[src/hdl/stable_priority_request_queue_macros.svh]
// Assertion macros shared by the queue RTL.
`ifndef STABLE_PRIORITY_REQUEST_QUEUE_MACROS_SVH
`define STABLE_PRIORITY_REQUEST_QUEUE_MACROS_SVH

// The consequent must hold in the same cycle as the antecedent.
`define SPQ_ASSERT_SAME(lbl, clk, rst_n, ante, cons, msg) \
    lbl: assert property (@(posedge clk) disable iff (!rst_n) (ante) |-> (cons)) \
        else $error(msg);

// The consequent must hold in the cycle after the antecedent.
`define SPQ_ASSERT_NEXT(lbl, clk, rst_n, ante, cons, msg) \
    lbl: assert property (@(posedge clk) disable iff (!rst_n) (ante) |=> (cons)) \
        else $error(msg);

`endif

[src/hdl/spq_pkg.sv]
package spq_pkg;

    localparam int PRIO_W = 8;
    localparam int TAG_W  = 16;
    localparam int OCC_W  = 5;

    localparam logic [1:0] ST_ENQUEUED = 2'd0;
    localparam logic [1:0] ST_DEQUEUED = 2'd1;
    localparam logic [1:0] ST_EMPTY    = 2'd2;
    localparam logic [1:0] ST_FULL     = 2'd3;

    typedef struct packed {
        logic [PRIO_W-1:0] prio;
        logic [TAG_W-1:0]  tag;
    } entry_t;

    typedef struct packed {
        logic              enq;
        logic              deq;
        logic [PRIO_W-1:0] prio;
        logic [TAG_W-1:0]  tag;
    } cmd_t;

endpackage

[src/hdl/spq_cell.sv]
module spq_cell (
    input  logic           clk,
    input  spq_pkg::cmd_t  cmd,
    input  logic           valid,
    input  logic           left_valid,
    input  logic           left_gt,
    input  spq_pkg::entry_t left_entry,
    input  spq_pkg::entry_t right_entry,
    output spq_pkg::entry_t entry,
    output logic           gt
);
    import spq_pkg::*;

    entry_t entry_reg;
    entry_t entry_next;

    // This cell holds a request that must move behind the new one.
    assign gt = valid && (cmd.prio < entry_reg.prio);

    always_comb
    begin
        entry_next = entry_reg;
        if (cmd.enq)
        begin
            if (left_gt)
            begin
                entry_next = left_entry;
            end
            else if (gt || (!valid && left_valid))
            begin
                entry_next.prio = cmd.prio;
                entry_next.tag  = cmd.tag;
            end
        end
        else if (cmd.deq)
        begin
            entry_next = right_entry;
        end
    end

    always_ff @(posedge clk)
    begin
        entry_reg <= entry_next;
    end

    assign entry = entry_reg;

endmodule

[src/hdl/stable_priority_request_queue.sv]
// Channel   Handshake            Payload
// input     start, busy          kind, priority_req, request_tag
// result    done                 status, out_tag, out_priority, occupancy
//
// Busy stays low, so a new beat is taken in every cycle. The result
// appears in the cycle after its beat, with done high for a single
// cycle. Reset empties the queue by clearing the count; cell contents
// are left as they are. The receiver cannot stall.
module stable_priority_request_queue #(
    parameter int DEPTH = 16
) (
    input  logic                       clk,
    input  logic                       rst_n,
    input  logic                       start,
    output logic                       busy,
    input  logic                       kind,
    input  logic [spq_pkg::PRIO_W-1:0] priority_req,
    input  logic [spq_pkg::TAG_W-1:0]  request_tag,
    output logic                       done,
    output logic [1:0]                 status,
    output logic [spq_pkg::TAG_W-1:0]  out_tag,
    output logic [spq_pkg::PRIO_W-1:0] out_priority,
    output logic [spq_pkg::OCC_W-1:0]  occupancy
);
    import spq_pkg::*;
    `include "stable_priority_request_queue_macros.svh"

    localparam int CW = $clog2(DEPTH + 1);

    logic [CW-1:0]     count_reg;
    logic [CW-1:0]     count_next;
    logic              done_reg;
    logic [1:0]        status_reg;
    logic [1:0]        status_next;
    logic [TAG_W-1:0]  tag_reg;
    logic [TAG_W-1:0]  tag_next;
    logic [PRIO_W-1:0] prio_reg;
    logic [PRIO_W-1:0] prio_next;
    logic [OCC_W-1:0]  occ_reg;

    cmd_t   cmd;
    logic   accept;
    logic   full;
    logic   empty;
    entry_t cell_entry [DEPTH];
    logic   cell_gt    [DEPTH];
    logic   cell_valid [DEPTH];

    assign busy   = 1'b0;
    assign accept = start && !busy;
    assign full   = (count_reg == CW'(DEPTH));
    assign empty  = (count_reg == '0);

    assign cmd.enq  = accept && !kind && !full;
    assign cmd.deq  = accept && kind && !empty;
    assign cmd.prio = priority_req;
    assign cmd.tag  = request_tag;

    for (genvar i = 0; i < DEPTH; i++)
    begin : g_cell
        entry_t left_entry;
        entry_t right_entry;
        logic   left_valid;
        logic   left_gt;

        assign cell_valid[i] = (count_reg > CW'(i));

        if (i == 0)
        begin : g_head
            assign left_entry = '0;
            assign left_valid = 1'b1;
            assign left_gt    = 1'b0;
        end
        else
        begin : g_body
            assign left_entry = cell_entry[i-1];
            assign left_valid = cell_valid[i-1];
            assign left_gt    = cell_gt[i-1];
        end

        if (i == DEPTH - 1)
        begin : g_tail
            assign right_entry = cell_entry[i];
        end
        else
        begin : g_mid
            assign right_entry = cell_entry[i+1];
        end

        spq_cell u_cell (
            .clk         (clk),
            .cmd         (cmd),
            .valid       (cell_valid[i]),
            .left_valid  (left_valid),
            .left_gt     (left_gt),
            .left_entry  (left_entry),
            .right_entry (right_entry),
            .entry       (cell_entry[i]),
            .gt          (cell_gt[i])
        );
    end

    always_comb
    begin
        count_next  = count_reg;
        status_next = ST_ENQUEUED;
        tag_next    = '0;
        prio_next   = '0;
        if (!kind)
        begin
            if (full)
            begin
                status_next = ST_FULL;
            end
            else
            begin
                count_next = count_reg + CW'(1);
            end
        end
        else if (empty)
        begin
            status_next = ST_EMPTY;
        end
        else
        begin
            status_next = ST_DEQUEUED;
            tag_next    = cell_entry[0].tag;
            prio_next   = cell_entry[0].prio;
            count_next  = count_reg - CW'(1);
        end
    end

    always_ff @(posedge clk or negedge rst_n)
    begin
        if (!rst_n)
        begin
            count_reg <= '0;
            done_reg  <= 1'b0;
        end
        else
        begin
            done_reg <= accept;
            if (accept)
            begin
                count_reg <= count_next;
            end
        end
    end

    always_ff @(posedge clk)
    begin
        if (accept)
        begin
            status_reg <= status_next;
            tag_reg    <= tag_next;
            prio_reg   <= prio_next;
            occ_reg    <= OCC_W'(count_next);
        end
    end

    assign done         = done_reg;
    assign status       = status_reg;
    assign out_tag      = tag_reg;
    assign out_priority = prio_reg;
    assign occupancy    = occ_reg;

    `SPQ_ASSERT_SAME(a_count_bound, clk, rst_n, 1'b1, count_reg <= CW'(DEPTH),
        "entry count exceeds depth")
    `SPQ_ASSERT_NEXT(a_done_follows, clk, rst_n, accept, done_reg,
        "accepted beat gave no result")
    `SPQ_ASSERT_NEXT(a_enq_count, clk, rst_n, cmd.enq,
        count_reg == $past(count_reg) + CW'(1), "enqueue did not grow the count")
    `SPQ_ASSERT_SAME(a_head_order, clk, rst_n, cell_valid[1],
        cell_entry[0].prio <= cell_entry[1].prio, "front cells out of order")

endmodule
[config.mk]
export PLATFORM = sky130hd
export DESIGN_NAME = stable_priority_request_queue
export DESIGN_NICKNAME = d
export VERILOG_FILES = /design/src/hdl/spq_pkg.sv /design/src/hdl/spq_cell.sv /design/src/hdl/stable_priority_request_queue.sv
export VERILOG_INCLUDE_DIRS = /design/src /design/src/hdl
export SDC_FILE = /design/constraint.sdc
export NUM_CORES = 1
export LEC_CHECK = 0
export BUFFER_PORTS_ARGS = -buffer_cell sky130_fd_sc_hd__buf_2
export CORE_ASPECT_RATIO = 0.75
export CORE_MARGIN = 5
export CORE_UTILIZATION = 64
export DETAILED_ROUTE_END_ITERATION = 6
export PLACE_DENSITY = 0.78
export SYNTH_ARGS = -nofsm -noshare
export SYNTH_HDL_FRONTEND = slang
export SYNTH_SLANG_ARGS = --single-unit
[constraint.sdc]
create_clock -name clk -period 6.5 [get_ports clk]
set_input_delay 0.325 -clock clk [delete_from_list [all_inputs] [get_ports clk]]
set_output_delay 0.325 -clock clk [all_outputs]
set_load 0.02 [all_outputs]
==> results of run 1 <==
==> worst paths after layout <==
check                                            from                           to  slack (ps)  depth (start not counted)
setup / recovery                         count_reg[1]    g_cell[9].u_cell.entry[5]        2670                          8
hold / removal                                  rst_n                 count_reg[4]         130                          2
setup reg to reg                         count_reg[1]    g_cell[9].u_cell.entry[5]        2670                          8
hold reg to reg            g_cell[1].u_cell.entry[15]   g_cell[0].u_cell.entry[15]         550                          2
max in group asynchronous                       rst_n                 count_reg[2]        6220                          2
min in group clk                      request_tag[13]  g_cell[15].u_cell.entry[13]         230                          2
==> routing by layer <==
metal	wire (um)	global-route usage, %	part of all wire (%)	vias up
met5	150	2.64	0.24	-
met4	1070	6.06	1.7	2
met3	8200	7.60	13	90
met2	25500	41.1	41	1151
met1	27700	48.4	44	8778
li1	-	-	-	8255
==> logic make-up after synthesis <==
kind of cell,share of synthesized area [%]
mux,2.17
fa+ha+maj,6.31
flops,53.9
xor+xnor,0.150
compound gates,16.5
simple gates,15.4
other cells,0.0160
buf+inv,5.61
==> placed cells by master, fill, tap and decap left out, types with 18 or more instances in the layout <==
cell type / Yosys / final
o211ai_1: 207 / 207
nand4_1: 35 / 35
edfxtp_1: 415 / 415
nor2_1: 50 / 48
a21oi_1: 25 / 19
buf_4: 4 / 39
nand2_1: 330 / 329
and3_1: 20 / 19
clkbuf_16: 0 / 45
mux2_2: 18 / 18
and2_1: 20 / 20
buf_2: 51 / 59
inv_1: 118 / 118
o221ai_1: 91 / 91
nand3_1: 275 / 275
a21o_1: 24 / 24
ha_1: 118 / 118
o21ai_0: 51 / 51
nor3_1: 21 / 21
==> final cells by class <==
cell class	count	area (um2)	share of cell area [%]
Sequential cell	421	12600	49.8
Clock buffer	52	1150	4.55
Inverter	119	447	1.76
Tap cell	465	582	2.30
Timing Repair Buffer	102	658	2.60
Multi-Input combinational cell	1453	9730	38.4
Clock inverter	24	161	0.637
==> power by group through the flow <==
stage	clock network, W	registers [W]	logic [W]
floorplan	0	0.00477	0.00313
global placement	0	0.00492	0.00405
detailed placement	0	0.00495	0.00422
CTS	0.00239	0.00491	0.00424
global route	0.00252	0.00502	0.00472
finish	0.00237	0.00494	0.00432
==> stage by stage <==
step / hold slack [ps] / setup slack (ps) / std cells
global placement: 156 / 2830 / 2559
finish: 128 / 2670 / 2636
global route: 131 / 2480 / 2636
CTS: 110 / 2730 / 2636
detailed placement: 159 / 2750 / 2559
floorplan: 29.4 / 2770 / 2191
==> critical path, cell delays in order, from the launching register on <==
cell and delay, ps:
dfrtp_1 670, inv_1 170, ha_1 250, o21ba_2 360, o21ai_0 220, a221oi_4 370
buf_4 440, nor2_1 210, a31oi_4 750
==> timing repair <==
| item | in CTS | in global routing |
|---|---|---|
| hold buffers | 1 | 0 |
| hold endpoints to repair | 6 | 0 |
| endpoints found under the setup margin | 0 | 0 |
==> impl_results.md, run 1 <==
- Outcome: complete, no violations
- Endpoint type of the worst setup path: flop
- Vias in the first global route: 17171
- Post CTS Setup Buffer Count: 0
- CTS tree: done
- Core area: 36000 um2
- Clk sinks: 421
- Hold Path Class: in -> async
- Synth cell types: 67
- EDFF count, synth: 415
- CP Data Required Time: 6670 ps
- Fill count: 2565
- Ys async rst share: 1.43%
- Layout cells sized above 1: 10.4%
- Leakage power: 9.57 nW
- GRT overflow: 0
- Chip width: 231 um
- Placed Area: 24000 um2
- First-pass GRT wire length: 98.0 mm
- Clk slew on worst S/H paths: 60 ps
- Crit Path Class: reg -> reg
- P_int: 0.00712 W
- Max_cap viols: 0
- Vias: 18276
- Layout Nets: 2286
- Net Count, Synth: 2337
- Setup-failing EPs final: 0
- Avg Cell Area, Syn: 10.7 um2
- Final GP Congestion: 0.894
- H-tree Lvls: 2
- # DRC: 0
- Drt pass-1 iters: 6
- Clock Latency Late Sink: 550 ps
- Mapped Area: 23400 um2
- Ranking of synthesized cells by area: edfxtp_1 (53%), o211ai_1 (6.6%), ha_1 (6.3%)
- Top_reg_cell synth: edfxtp_1
- Seq pwr share: 42.4%
- Mapped Cells: 2191
- Max-slew violation count: 0
- Row count: 60
- Final clock skew: 12.4 ps
- Worst-case clock buffer depth: 3
- Register area share after synthesis: 53.9%
- Synth cell count leaders: edfxtp_1 (415), nand2_1 (330), nand3_1 (275)
- I/O pin total: 61
- Crit path DAT: 4000 ps
- Post-layout util: 70.5%
- Gates resized, CTS repair: 0
- VDD IR max: 0.000258 V
- WL/cell: 23.7 um
- Largest register FFs: 384
- Top-count cell post-synth: edfxtp_1
- Sw Pwr: 0.00451 W
- DP HPWL: 42.2 mm
- Yosys warning total: 0
- PD cells: 459 nW/um2
- Crit start category: flop
- Switching share of power: 38.7%
- Synth-to-layout area growth: 8.28%
- Hold Vio Cnt, Final: 0
- Fin crit share: 58.9%
- Port bufs: 59
- RSZ-0062 raised after global routing: no
- Fin Setup TNS: 0 ps
- Total chip power: 0.0116 W
- Initial Util: 65.1%
- Initial antenna violation count: 0
- Final std cell area, no fill: 25300 um2
- Initial DRC count: 2956
- Top cell type's share of synthesized area: 53.2%
- Final wirelength: 62.6 mm
- DIE AREA: 40500 um2
- Total CTS buffers: 43
- Crit Path Max Fanout: 49
- ANT nets after route: 0
- Worst-Margin Slew: 971 ps
- Biggest area consumer among synthesized cells: edfxtp_1
- Ant. Diodes: 0
- Die Span Y: 176 um
- Largest net degree at the start of global routing: 160
- GR Util All Layers: 30.1%
- Post-synthesis register bit count: 421
- Min cycle time layout: 3830 ps
- Vias per cell: 6.93
- Combinational share of power: 37.2%
- Clock power share: 20.4%
- Fmax achieved: 261 MHz
- Slew HR: 35.2%
- CTS root buf: clkbuf_16
Power figures use the tool's default switching activity.
==> run 2, diff against run 1 <==
--- a/config.mk
+++ b/config.mk
@@ -9,9 +9,9 @@
 export BUFFER_PORTS_ARGS = -buffer_cell sky130_fd_sc_hd__buf_2
 export CORE_ASPECT_RATIO = 0.75
 export CORE_MARGIN = 5
-export CORE_UTILIZATION = 64
+export CORE_UTILIZATION = 63
 export DETAILED_ROUTE_END_ITERATION = 6
-export PLACE_DENSITY = 0.78
+export PLACE_DENSITY = 0.77
 export SYNTH_ARGS = -nofsm -noshare
 export SYNTH_HDL_FRONTEND = slang
 export SYNTH_SLANG_ARGS = --single-unit
==> constraint.sdc (replaced) <==
create_clock -name clk -period 4 [get_ports clk]
set_input_delay 0.2 -clock clk [delete_from_list [all_inputs] [get_ports clk]]
set_output_delay 0.2 -clock clk [all_outputs]
set_load 0.02 [all_outputs]
==> run 2 against run 1 <==
  * Critical path depth shrank 2
  * Sequential cell count stayed put
  * Combinational power increased by 74%
  * Cell area grew 0.85%
  * Non-clock buffer count up 29
  * Utilization fell by 1.1 points
  * Worst hold slack got worse by 110 ps
  * Register-to-register slack got worse by 2200 ps
==> impl_results.md, run 2 (synthesized netlist as in run 1, its figures left out) <==
- Port bufs: 59 (unchanged)
- Synth-to-layout area growth: 9.20%
- CP Data Required Time: 4370 ps (-2300 ps)
- Slew HR: 29.7% (-5.6 points)
- Setup Slack @ Placement: 524 ps (-2230 ps)
- Hold Vio Cnt, Final: 0 (unchanged)
- Final wirelength: 65.2 mm (+4.1%)
- Switching share of power: 40.0% (+1.2 points)
- Top layer reached by signal wires: met4
- Initial antenna violation count: 2 (+2)
- Wire length on met3: 8.48 mm (+3.4%)
- Initial Util: 63.5% (-1.6 points)
- Worst-case clock buffer depth: 3 (unchanged)
- Crit start category: flop
- Layout Nets: 2314 (+1.2%)
- VDD IR max: 0.000401 V (+55%)
- Vias in the first global route: 17797 (+3.6%)
- Setup-failing EPs final: 0 (unchanged)
- Fill count: 2710 (+5.7%)
- Crit Path Class: reg -> reg
- Final clock skew: 14.6 ps (+2.21 ps)
- Largest net degree at the start of global routing: 227 (+42%)
- Total CTS buffers: 42 (-2.3%)
- Reg2Reg Setup Slack: 440 ps (-2230 ps)
- Vias: 18642 (+2.0%)
- Setup ws final: 440 ps (-2230 ps)
- WL met2: 28.1 mm (+10%)
- GRT overflow: 0 (unchanged)
- CTS root buf: clkbuf_16
- I/O pin total: 61 (unchanged)
- Layout cells sized above 1: 11.2% (+0.80 points)
- Outcome: complete, no violations
- Initial DRC count: 2731 (-7.6%)
- Fin Setup TNS: 0 ps (unchanged)
- Largest register FFs: 384 (unchanged)
- Min cycle time layout: 3560 ps (-269 ps)
- H-tree Lvls: 2 (unchanged)
- Final GP Congestion: 0.921 (+3.0%)
- DP HPWL: 43.3 mm (+2.5%)
- ANT nets after route: 0 (unchanged)
- Combinational share of power: 39.1% (+1.9 points)
- Crit Path Max Fanout: 74 (+51%)
- Clock Latency Late Sink: 560 ps (about the same)
- Most frequent cells in the layout: edfxtp_1 (415), nand2_1 (329), nand3_1 (275)
- Endpoint type of the worst setup path: flop
- Die Span Y: 177 um (+0.75%)
- Max_cap viols: 0 (unchanged)
- Fmax achieved: 281 MHz (+7.6%)
- Chip width: 233 um (+0.76%)
- Worst-Margin Slew: 1050 ps (+83.6 ps)
- Sw Pwr: 0.00768 W (+71%)
- RSZ-0062 raised after global routing: no
- Crit path DAT: 3930 ps (-70 ps)
- Core area: 36900 um2 (+2.5%)
- Hold Path Class: in -> reg
- Ant. Diodes: 0 (unchanged)
- Fin crit share: 89.0% (+30 points)
- # DRC: 0 (unchanged)
- DIE AREA: 41200 um2 (+1.5%)
- Clk sinks: 421 (unchanged)
- WL/cell: 24.1 um (+1.7%)
- Row count: 61 (+1.7%)
- P_int: 0.0115 W (+62%)
- CTS tree: done
- PD cells: 752 nW/um2 (+64%)
- Clock power share: 19.2% (-1.2 points)
- First-pass GRT wire length: 101 mm (+3.5%)
- Vias per cell: 6.91 (-0.38%)
- Drt pass-1 iters: 7 (+1)
- Fin Hold WS: 21.1 ps (-106 ps)
- GR Util All Layers: 31.3% (+1.2 points)
- Most common cell after layout, fill and taps aside: edfxtp_1
- Sum of routed wire segments on met1: 27.0 mm (-2.6%)
- Max-slew violation count: 0 (unchanged)
- Seq pwr share: 41.8% (-0.6 points)
- Leakage power: 9.67 nW (+1.0%)
- Clk slew on worst S/H paths: 60 ps (about the same)
- Gates resized, CTS repair: 0 (unchanged)
## run 2: cell count changes in the layout (fill, tap and decap cells not counted), moves of 3 or more
| cell | before | now |
|---|---|---|
| buf_12 | 3 | 6 |
| buf_4 | 39 | 63 |
| clkbuf_1 | 7 | 11 |
| clkbuf_16 | 45 | 42 |
| clkinv_2 | 12 | 6 |
## run 2: cell type report
class                   count  area (um2)  area share, %
clock buffers              53        1090           4.27
clock inverters            18         128          0.499
inverters                 119         447           1.75
multi-input cells        1453        9730           38.1
flip-flops and latches    421       12600           49.3
well taps                 504         631           2.47
repair buffers            131         918           3.59
## run 2: timing repair
item	in CTS	in global routing
hold endpoints to repair	6	0
hold buffers	3	0
buffers inserted	0	0
## run 2: path summary, 6_finish.rpt
check / start / endpoint / cells after the start
max in group asynchronous: rst_n / done / 4
worst max-delay path: count_reg[0] / g_cell[8].u_cell.entry[17] / 6
worst min register to register: g_cell[15].u_cell.entry[9] / g_cell[14].u_cell.entry[9] / 2
min in group asynchronous: rst_n / count_reg[2] / 3
worst max register to register: count_reg[0] / g_cell[8].u_cell.entry[17] / 6
worst min-delay path: start / count_reg[1] / 2
## run 2: per-layer routing
| layer | global-route usage, % | vias up |
|---|---|---|
| met5 | 0 | - |
| met4 | 9.03 | 0 |
| met3 | 9.33 | 126 |
| met2 | 45.2 | 1178 |
| met1 | 46.3 | 9028 |
| li1 | - | 8310 |
## run 2: critical path: stages, from the launching register on
cell	delay (ps)
dfrtp_1	590
inv_1	200
ha_1	310
nand4bb_1	210
and3_4	840
nand2_1	770
o221ai_1	430
## run 2: power groups by stage
stage | Sequential [W] | Clock [W] | Combinational (W)
after CTS | 0.00799 | 0.00370 | 0.00737
after detailed placement | 0.00806 | 0 | 0.00734
after floorplan | 0.00775 | 0 | 0.00509
after global placement | 0.00800 | 0 | 0.00703
final | 0.00803 | 0.00368 | 0.00751
after global routing | 0.00817 | 0.00390 | 0.00812
## run 2: per-stage QoR
step / total power [W] / utilization (%) / cell area [um2] / instances
3_5_place_dp: 0.0154 / 66.0 / 24300 / 2625
6_report: 0.0192 / 69.3 / 25600 / 2699
5_1_grt: 0.0202 / 69.3 / 25600 / 2699
2_1_floorplan: 0.0128 / - / 23400 / 2191
4_1_cts: 0.0191 / 69.3 / 25600 / 2699
3_3_place_gp: 0.0150 / 66.0 / 24300 / 2625
